## src/rtl/atb_pkg.sv

```systemverilog
`default_nettype none

package atb_pkg;

    // Field widths
    localparam int OP_W     = 2;
    localparam int IDX_W    = 10;
    localparam int WT_IN_W  = 32;
    localparam int WT_W     = 43;
    localparam int TOT_W    = 42;
    localparam int STS_W    = 2;
    localparam int CFG_W    = 11;

    // APB
    localparam int APB_DW   = 32;
    localparam int PADDR_W  = 3;
    localparam logic REG_ELEM_COUNT = 1'b0;
    localparam logic [CFG_W-1:0] ELEM_COUNT_RST = 11'd1024;

    // Stream packing
    localparam int S_TDATA_W = 48;
    localparam int M_TDATA_W = 96;

    // Operation codes
    localparam logic [OP_W-1:0] OP_SET   = 2'd0;
    localparam logic [OP_W-1:0] OP_BUILD = 2'd1;
    localparam logic [OP_W-1:0] OP_GET   = 2'd2;

    // Status codes
    localparam logic [STS_W-1:0] STS_OK    = 2'd0;
    localparam logic [STS_W-1:0] STS_PHASE = 2'd1;
    localparam logic [STS_W-1:0] STS_RANGE = 2'd2;

    typedef enum logic [3:0] {
        ST_CLEAR,
        ST_IDLE,
        ST_DECODE,
        ST_SET_RD,
        ST_SET_WR,
        ST_GET_RD,
        ST_SCAN_RD,
        ST_SCAN_MUL,
        ST_SCAN_WR,
        ST_POP,
        ST_MV_RD,
        ST_MV_SUB,
        ST_MV_UPD,
        ST_EMIT
    } state_t;

    typedef struct packed {
        logic clr;
        logic take_item;
        logic judge;
        logic set_rd;
        logic set_wr;
        logic get_rd;
        logic scan_init;
        logic scan_rd;
        logic scan_mul;
        logic scan_wr;
        logic pop;
        logic mv_rd;
        logic mv_sub;
        logic mv_upd;
        logic mark_built;
        logic emit;
    } cmd_t;

    typedef struct packed {
        logic             clear_done;
        logic [OP_W-1:0]  op;
        logic [STS_W-1:0] code;
        logic             cnt_zero;
        logic             scan_more;
        logic             can_move;
    } sts_t;

    typedef struct packed {
        logic [STS_W-1:0] status;
        logic [TOT_W-1:0] threshold;
        logic [IDX_W-1:0] alias_index;
        logic [TOT_W-1:0] total;
    } res_t;

    function automatic logic [STS_W-1:0] req_status(
        input logic [OP_W-1:0] op,
        input logic            built,
        input logic            in_range
    );
        logic [STS_W-1:0] code;
        code = STS_PHASE;
        case (op)
            OP_SET: begin
                if (built)
                    code = STS_PHASE;
                else if (!in_range)
                    code = STS_RANGE;
                else
                    code = STS_OK;
            end
            OP_BUILD: begin
                code = built ? STS_PHASE : STS_OK;
            end
            OP_GET: begin
                if (!built)
                    code = STS_PHASE;
                else if (!in_range)
                    code = STS_RANGE;
                else
                    code = STS_OK;
            end
            default: begin
                code = STS_PHASE;
            end
        endcase
        return code;
    endfunction

endpackage

`default_nettype wire

```

## src/rtl/atb_ctrl.sv

```systemverilog
`default_nettype none

module atb_ctrl (
    input  wire logic         aclk,
    input  wire logic         aresetn,
    input  wire logic         s_tvalid,
    output logic              s_tready,
    input  wire logic         out_free,
    input  wire atb_pkg::sts_t st,
    output atb_pkg::cmd_t     cmd
);
    import atb_pkg::*;

    state_t state_reg;
    state_t state_next;

    always_ff @(posedge aclk) begin
        if (!aresetn)
            state_reg <= ST_CLEAR;
        else
            state_reg <= state_next;
    end

    always_comb begin
        state_next = state_reg;
        case (state_reg)
            ST_CLEAR:    if (st.clear_done) state_next = ST_IDLE;
            ST_IDLE:     if (s_tvalid) state_next = ST_DECODE;
            ST_DECODE: begin
                if (st.code != STS_OK)
                    state_next = ST_EMIT;
                else if (st.op == OP_SET)
                    state_next = ST_SET_RD;
                else if (st.op == OP_BUILD)
                    state_next = ST_SCAN_RD;
                else
                    state_next = ST_GET_RD;
            end
            ST_SET_RD:   state_next = ST_SET_WR;
            ST_SET_WR:   state_next = ST_EMIT;
            ST_GET_RD:   state_next = ST_EMIT;
            ST_SCAN_RD:  state_next = st.cnt_zero ? ST_POP : ST_SCAN_MUL;
            ST_SCAN_MUL: state_next = ST_SCAN_WR;
            ST_SCAN_WR:  state_next = st.scan_more ? ST_SCAN_MUL : ST_POP;
            ST_POP:      state_next = st.can_move ? ST_MV_RD : ST_EMIT;
            ST_MV_RD:    state_next = ST_MV_SUB;
            ST_MV_SUB:   state_next = ST_MV_UPD;
            ST_MV_UPD:   state_next = ST_POP;
            ST_EMIT:     if (out_free) state_next = ST_IDLE;
            default:     state_next = ST_IDLE;
        endcase
    end

    always_comb begin
        cmd      = '0;
        s_tready = 1'b0;
        case (state_reg)
            ST_CLEAR:    cmd.clr = 1'b1;
            ST_IDLE: begin
                s_tready      = 1'b1;
                cmd.take_item = s_tvalid;
            end
            ST_DECODE: begin
                cmd.judge     = 1'b1;
                cmd.scan_init = (st.code == STS_OK) && (st.op == OP_BUILD);
            end
            ST_SET_RD:   cmd.set_rd = 1'b1;
            ST_SET_WR:   cmd.set_wr = 1'b1;
            ST_GET_RD:   cmd.get_rd = 1'b1;
            ST_SCAN_RD:  cmd.scan_rd = !st.cnt_zero;
            ST_SCAN_MUL: cmd.scan_mul = 1'b1;
            ST_SCAN_WR:  cmd.scan_wr = 1'b1;
            ST_POP: begin
                cmd.pop        = st.can_move;
                cmd.mark_built = !st.can_move;
            end
            ST_MV_RD:    cmd.mv_rd = 1'b1;
            ST_MV_SUB:   cmd.mv_sub = 1'b1;
            ST_MV_UPD:   cmd.mv_upd = 1'b1;
            ST_EMIT:     cmd.emit = out_free;
            default:     cmd = '0;
        endcase
    end

    a_emit_free: assert property (@(posedge aclk) disable iff (!aresetn)
        cmd.emit |-> out_free)
        else $error("result issued while output slot busy");

    a_clear_once: assert property (@(posedge aclk) disable iff (!aresetn)
        (state_reg != ST_CLEAR) |=> (state_reg != ST_CLEAR))
        else $error("clearing pass re-entered without reset");

    a_tready_idle: assert property (@(posedge aclk) disable iff (!aresetn)
        s_tready |-> (state_reg == ST_IDLE))
        else $error("request taken outside idle");

endmodule

`default_nettype wire

```

## config.mk

```make
export PLATFORM = sky130hd
export DESIGN_NAME = atb_ctrl
export DESIGN_NICKNAME = d
export VERILOG_FILES = /design/src/rtl/atb_pkg.sv /design/src/rtl/atb_ctrl.sv
export SDC_FILE = /design/constraint.sdc
export NUM_CORES = 1
export LEC_CHECK = 0
export BUFFER_PORTS_ARGS = -buffer_cell sky130_fd_sc_hd__buf_2
export CAP_MARGIN = 0
export CORE_AREA = 5 5 42 44
export CTS_BUF_LIST = sky130_fd_sc_hd__clkbuf_4
export CTS_CLUSTER_DIAMETER = 150
export DETAILED_ROUTE_END_ITERATION = 16
export DIE_AREA = 0 0 47 49
export PLACE_DENSITY = 0.84
export SETUP_SLACK_MARGIN = 0.02
export SYNTH_ARGS = -nofsm -noshare
export SYNTH_HDL_FRONTEND = slang
export SYNTH_SLANG_ARGS = --single-unit
```

## constraint.sdc

```tcl
create_clock -name aclk -period 1.8 [get_ports aclk]
set_input_delay 0.09 -clock aclk [delete_from_list [all_inputs] [get_ports aclk]]
set_output_delay 0.09 -clock aclk [all_outputs]
set_load 0.01 [all_outputs]
```

==> metrics.log, run 1 <==
INFO  metric status = completed
INFO  metric max_stage_delay = 0.60 ns
INFO  metric pin_count_of_the_biggest_net_entering_global_routing = 21
INFO  metric finalHoldViolCount = 0
INFO  metric setup.worst_path.start_class = flip-flop
INFO  metric worst_skew_pair_latency = 0.24 ns
INFO  metric die-height = 49 µm
INFO  metric mappedNetlistNets = 85
INFO  metric multiInputGateArea = 372.9 µm²
INFO  metric num_io_pins = 29
INFO  metric tritoncts.num_buffers = 3
INFO  metric design.die.area = 2303 µm²
INFO  metric min_path_type = primary input to flip-flop
INFO  metric critPathTopFamily = flip-flops
INFO  metric final-seq-area = 82.58 µm²
INFO  metric rows = 14
INFO  metric design.final.nets = 112
INFO  metric layout_min_cycle_time = 1.615 ns
INFO  metric synth.cell_area = 520.5 µm²
INFO  metric synthArstFlopShare = 0%
INFO  metric tritoncts = done
INFO  metric gpl.final_weighted_congestion = 0.8548
INFO  metric timing.hold.ws = 0.1218 ns
INFO  metric via_per_inst = 5.561
INFO  metric detail_route.first_pass.iterations = 4
INFO  metric final-setup-viol-count = 0
INFO  metric max-clock-path-buffers = 2
INFO  metric final_min_period_over_clock_period = 89.75%
INFO  metric synthCells = 73
INFO  metric max_clock_freq = 619.0 MHz
INFO  metric largest_reg_flops = 4
INFO  metric initialDrtViolationCount = 9
INFO  metric avg_cell_area_syn = 7.130 µm²
INFO  metric ys_seq_area_share = 15.38%
INFO  metric layout-drive-gt1-share = 36.73%
INFO  metric overall_power_after_layout = 0.9480 mW
INFO  metric cp_slowest_cell = dfxtp_1
INFO  metric grt_first_pass_wirelength = 2249 µm
INFO  metric yosysMostFrequentCell = nor2_1
INFO  metric timing.final.max_slew_violations = 0
INFO  metric synth_top_cell_by_area = dfxtp_1
INFO  metric static-leakage-power = 0.3242 nW
INFO  metric first_global_vias = 574
INFO  metric yosysWarningCount = 0
INFO  metric drt-total-wl = 1363 µm
INFO  metric routed-via-count = 634
INFO  metric cap_violations = 0
INFO  metric post-route-drc-count = 0
INFO  metric max_slew_headroom = 68.80%
INFO  metric synth.lib_cells_used.distinct = 35
INFO  metric critical_path_required = 1.71 ns
INFO  metric timing.reg2reg.setup_slack = 0.25 ns
INFO  metric synth_area_leaders = dfxtp_1 (15%), nor2_1 (7.2%), nor3_1 (6.7%), buf_6 (6.5%), a21oi_1 (4.8%)
INFO  metric worst-path-buf-inv = 1
INFO  metric die_width = 47 µm
INFO  metric cts_htree_levels = 1
INFO  metric hold_buffer_count_at_cts = 0
INFO  metric setup_crit_end_kind = primary output
INFO  metric num_antenna_cells = 0
INFO  metric core_area = 1401 µm²
INFO  metric globalRouteTotalUtil = 12.81%
INFO  metric critical_path.max_fanout = 16
INFO  metric fill_cells = 158
INFO  metric final.setup.tns = 0 ns
INFO  metric rsz0062_at_grt = false
INFO  metric path_cells = nand2b_1, nor2_1, and2_1, buf_2
INFO  metric number_of_synthesized_flops_with_an_enable_pin = 0
INFO  metric synthTopCellsByCount = nor2_1 (10), nor3_1 (7), a21oi_1 (5), nand2_1 (5), dfxtp_1 (4)
INFO  metric max_slew.worst_pin.slew = 0.4674 ns
INFO  metric grt_overflow = 0
INFO  metric synth-main-ff-cell = dfxtp_1
INFO  metric path_clk_slew = 0.03 ns
INFO  metric synth_top_area_share = 15.38%
INFO  metric crit_arrival = 1.53 ns
INFO  metric setup.worst_path.class = flip-flop to primary output
INFO  metric cts_root_buf = clkbuf_4
INFO  metric wl_per_cell = 11.96 µm
INFO  metric vdd_drop_max = 0.7353 mV
INFO  metric initial_utilization = 37.14%
INFO  metric syn_to_final_growth = 26.92%
INFO  metric antenna_found_initial = 0
INFO  metric port_buffers = 28
INFO  metric fin_worst_skew = 0.005975 ns
INFO  metric final_antenna_net_count = 0
INFO  metric p_per_area = 1435 nW/µm²
INFO  metric synth_seq_cells = 4
INFO  metric finalCoreUtilization = 47.14%
INFO  metric cts.sink_count = 4
[cells in the final DEF (no fill, tap or decap), drive strengths merged]
cell type  instances
a211oi             1
a21boi             1
a21oi              5
a31oi              1
and2               2
and3               1
buf               29
clkbuf             3
dfxtp              4
inv                4
nand2              5
nand2b             2
nand3              1
nand4b             1
nor2              10
nor2b              2
nor3               7
nor3b              1
nor4b              1
o211a              2
o211ai             1
o21a               1
o21bai             1
o221ai             1
o311a              1
o31a               1
o32a               1
o41a               1
o41ai              2
or2                1
or2b               1
or4b               1
or4bb              2
[where the power goes]
group	switching, mW	internal, mW	total (mW)
clock	0.0366	0.0745	0.111
sequential	0.149	0.133	0.282
combinational	0.289	0.266	0.555
total	0.475	0.473	0.948
[area by class of cell]
cell class,count,share of cell area [%]
Clock buffer,3,3.409
Sequential cell,4,12.50
Multi-Input combinational cell,58,56.44
Tap cell,16,3.030
Timing Repair Buffer,29,22.35
Inverter,4,2.273
[routing by layer]
| metal | GRT usage [%] | vias up | wire [µm] |
|---|---|---|---|
| li1 | - | 321 | - |
| met1 | 15.79 | 279 | 582 |
| met2 | 18.78 | 30 | 623 |
| met3 | 2.952 | 4 | 130 |
| met4 | 8.756 | 0 | 26 |
| met5 | 0 | - | 0 |
[kinds of logic after synthesis]
family                 count (synthesis)  synth area share, %
AOI/OAI and AO/OA                     20                29.81
buffers and inverters                 11                12.98
DFF                                    4                15.39
and+or+nand+nor                       38                41.83
[per-stage QoR]
step | setup WS (ns) | instance area (µm²) | cells
4_1_cts | 0.07223 | 658.1 | 114
3_5_place_dp | 0.2479 | 635.6 | 111
3_3_place_gp | 0.3092 | 635.6 | 111
2_1_floorplan | 0.5261 | 520.5 | 73
5_1_grt | 0.05921 | 660.6 | 114
6_report | 0.1845 | 660.6 | 114
[worst paths after layout]
path                            cells after the start      endpoint    startpoint
worst min register to register                      2  state_reg[3]  state_reg[0]
worst max-delay path                                4       cmd[14]  state_reg[2]
worst min-delay path                                2  state_reg[3]       aresetn
worst max register to register                      3  state_reg[1]  state_reg[2]
[timing repair]
item / 4_1_cts / 5_1_grt
endpoints found under the setup margin: 0 / 3
buffers inserted: 0 / 0
resized for setup: 0 / 2
No activity file was read; power rests on OpenSTA's default activity.
==> inputs of run 2 (changes only) <==
PLACE_DENSITY = default   (was 0.84)
PLACE_DENSITY_LB_ADDON = 0.25   (was default)
clock period = 1.7 ns   (was 1.8 ns; I/O delays follow)
==> run 2 against run 1 <==
Net effect:
- total power rose by 7.2%
- first-iteration DRC count fell by 22%
- hold slack barely moved
- non-clock buffer count did not move
- critical path depth did not move
- cell count did not move
- via count fell by 1.6%
- setup slack got worse by 0.032 ns
- global-route usage fell by 1.0 points
- critical endpoint is now cmd[9]
- largest cell class unchanged
- largest power group unchanged
- highest routed layer unchanged
==> metrics.log, run 2 (synthesis gave the netlist of run 1 again) <==
INFO  metric min_path_type = primary input to flip-flop (unchanged)
INFO  metric routed-via-count = 624 (was 634)
INFO  metric fill_cells = 161 (was 158)
INFO  metric groute.layer.met1.usage = 17.80% (was 15.79%)
INFO  metric max_slew_headroom = 76.33% (was 68.80%)
INFO  metric num_io_pins = 29 (unchanged)
INFO  metric max_stage_delay = 0.35 ns (was 0.60 ns)
INFO  metric max_clock_freq = 646.4 MHz
INFO  metric netSwitchingPower = 0.5087 mW (was 0.4749 mW)
INFO  metric core_area = 1401 µm² (unchanged)
INFO  metric cp_slowest_cell = dfxtp_1 (unchanged)
INFO  metric gpl.final_weighted_congestion = 0.7597 (was 0.8548)
INFO  metric cts_root_buf = clkbuf_4 (unchanged)
INFO  metric final_antenna_net_count = 0 (unchanged)
INFO  metric critical_path.max_fanout = 16 (unchanged)
INFO  metric tritoncts.num_buffers = 3 (unchanged)
INFO  metric globalRouteTotalUtil = 11.76% (was 12.81%)
INFO  metric final_min_period_over_clock_period = 91.00%
INFO  metric place.detailed.hpwl = 1081 µm
INFO  metric crit_arrival = 1.46 ns (was 1.53 ns)
INFO  metric rsz0062_at_grt = false (unchanged)
INFO  metric initialDrtViolationCount = 7 (was 9)
INFO  metric global_routing_s_busiest_layer = met1 (was met2)
INFO  metric initial_utilization = 37.14% (unchanged)
INFO  metric setup_crit_end_kind = primary output (unchanged)
INFO  metric path_clk_slew = 0.04 ns (was 0.03 ns)
INFO  metric cts.sink_count = 4 (unchanged)
INFO  metric power.sequential.fraction = 27.3% (was 29.8%)
INFO  metric worst_skew_pair_latency = 0.23 ns (was 0.24 ns)
INFO  metric design.die.area = 2303 µm² (unchanged)
INFO  metric mostFrequentLayoutCell = buf_2 (unchanged)
INFO  metric largest_reg_flops = 4 (unchanged)
INFO  metric grt_first_pass_wirelength = 2076 µm (was 2249 µm)
INFO  metric final.setup.tns = 0 ns (unchanged)
INFO  metric first_global_vias = 450 (was 574)
INFO  metric switching_share = 50.05% (was 50.10%)
INFO  metric final-setup-viol-count = 0 (unchanged)
INFO  metric setup.worst_path.class = flip-flop to primary output (unchanged)
INFO  metric max-clock-path-buffers = 2 (unchanged)
INFO  metric critPathTopFamily = simple AND/OR/NAND/NOR gates (was flip-flops)
INFO  metric instances_no_fill = 114 (unchanged)
INFO  metric use_met3 = 2.214% (was 2.952%)
INFO  metric syn_to_final_growth = 27.40% (was 26.92%)
INFO  metric wl_per_cell = 12.50 µm (was 11.96 µm)
INFO  metric clockPowerShare = 11.2% (was 11.7%)
INFO  metric share_comb_of_total_power = 61.5% (was 58.5%)
INFO  metric layout_common_cells = buf_2 (28), nor2_1 (10), nor3_1 (7), nand2_1 (5), a21oi_1 (5) (unchanged)
INFO  metric finalHoldViolCount = 0 (unchanged)
INFO  metric setup.worst_path.start_class = flip-flop (unchanged)
INFO  metric num_antenna_cells = 0 (unchanged)
INFO  metric layout-drive-gt1-share = 36.73% (unchanged)
INFO  metric die_width = 47 µm (unchanged)
INFO  metric critical_path_required = 1.62 ns (was 1.71 ns)
INFO  metric static-leakage-power = 0.3268 nW (was 0.3242 nW)
INFO  metric timing.hold.ws = 0.1213 ns (was 0.1218 ns)
INFO  metric rows = 14 (unchanged)
INFO  metric fin_worst_skew = 0.003680 ns (was 0.005975 ns)
INFO  metric post_cts.resized_instances = 1 (was 0)
INFO  metric die-height = 49 µm (unchanged)
INFO  metric via_per_inst = 5.474 (was 5.561)
INFO  metric port_buffers = 28 (unchanged)
INFO  metric tritoncts = done (unchanged)
INFO  metric post-route-drc-count = 0 (unchanged)
INFO  metric pin_count_of_the_biggest_net_entering_global_routing = 21 (unchanged)
INFO  metric drt-total-wl = 1425 µm (was 1363 µm)
INFO  metric max_slew.worst_pin.slew = 0.3546 ns (was 0.4674 ns)
INFO  metric place_inst = 111 (unchanged)
INFO  metric cts_setup_buffers = 0 (unchanged)
INFO  metric detail_route.first_pass.iterations = 4 (unchanged)
INFO  metric layout_min_cycle_time = 1.547 ns
INFO  metric cts_htree_levels = 1 (unchanged)
INFO  metric grt_overflow = 0 (unchanged)
INFO  metric vdd_drop_max = 1.044 mV (was 0.7353 mV)
INFO  metric path_cells = buf_4, nor4b_2, and3_1, buf_2 (was nand2b_1, nor2_1, and2_1, buf_2)
INFO  metric cellInternalPower = 0.5076 mW (was 0.4731 mW)
INFO  metric antenna_found_initial = 0 (unchanged)
INFO  metric worst-path-buf-inv = 2 (was 1)
INFO  metric grt_util_met2 = 16.06% (was 18.78%)
INFO  metric design.final.nets = 112 (unchanged)
INFO  metric cap_violations = 0 (unchanged)
INFO  metric overall_power_after_layout = 1.016 mW (was 0.9480 mW)
INFO  metric p_per_area = 1533 nW/µm² (was 1435 nW/µm²)
INFO  metric hold_buffer_count_at_cts = 0 (unchanged)
INFO  metric timing.final.max_slew_violations = 0 (unchanged)
INFO  metric status = completed (unchanged)
run 2: worst register-to-register path: stages (launching register included):
cell,delay (ns)
dfxtp_1,0.40
or2_1,0.35
o32a_1,0.38
a31oi_1,0.19
run 2: power groups by stage:
stage / clock network [mW] / registers [mW] / logic [mW]
2_1_floorplan: 0 / 0.173 / 0.594
3_3_place_gp: 0 / 0.264 / 0.618
3_5_place_dp: 0 / 0.268 / 0.626
4_1_cts: 0.121 / 0.269 / 0.627
5_1_grt: 0.130 / 0.297 / 0.690
6_report: 0.114 / 0.277 / 0.625
run 2: final timing paths:
path / startpoint / endpoint / slack [ns] / depth (start not counted)
worst min register to register: state_reg[0] / state_reg[3] / 0.70 / 2
worst min-delay path: aresetn / state_reg[0] / 0.12 / 3
worst max-delay path: state_reg[2] / cmd[9] / 0.15 / 4
worst max register to register: state_reg[1] / state_reg[0] / 0.29 / 3
run 2: area by class of cell:
cell class                      count  area [µm²]  area share (%)
Inverter                            4       15.01           2.264
Timing Repair Buffer               29       147.6           22.26
Clock buffer                        3       22.52           3.396
Tap cell                           16       20.02           3.019
Multi-Input combinational cell     58       372.9           56.23
Sequential cell                     4       85.08           12.83
run 2: routing by layer:
layer | vias to the layer above | wire (µm) | part of all wire (%)
met5 | - | 0 | 0
met4 | 0 | 8 | 0.56
met3 | 2 | 93 | 6.5
met2 | 19 | 684 | 48
met1 | 283 | 639 | 45
li1 | 320 | - | -
run 2: per-stage QoR:
step           cell area [µm²]  utilization, %  setup slack (ns)
6_report                 663.1           47.32            0.1530
5_1_grt                  663.1           47.32           0.02531
4_1_cts                  659.4           47.05           0.02946
3_5_place_dp             635.6           45.36            0.1420
3_3_place_gp             635.6           45.36            0.1511
2_1_floorplan            520.5               -            0.4261
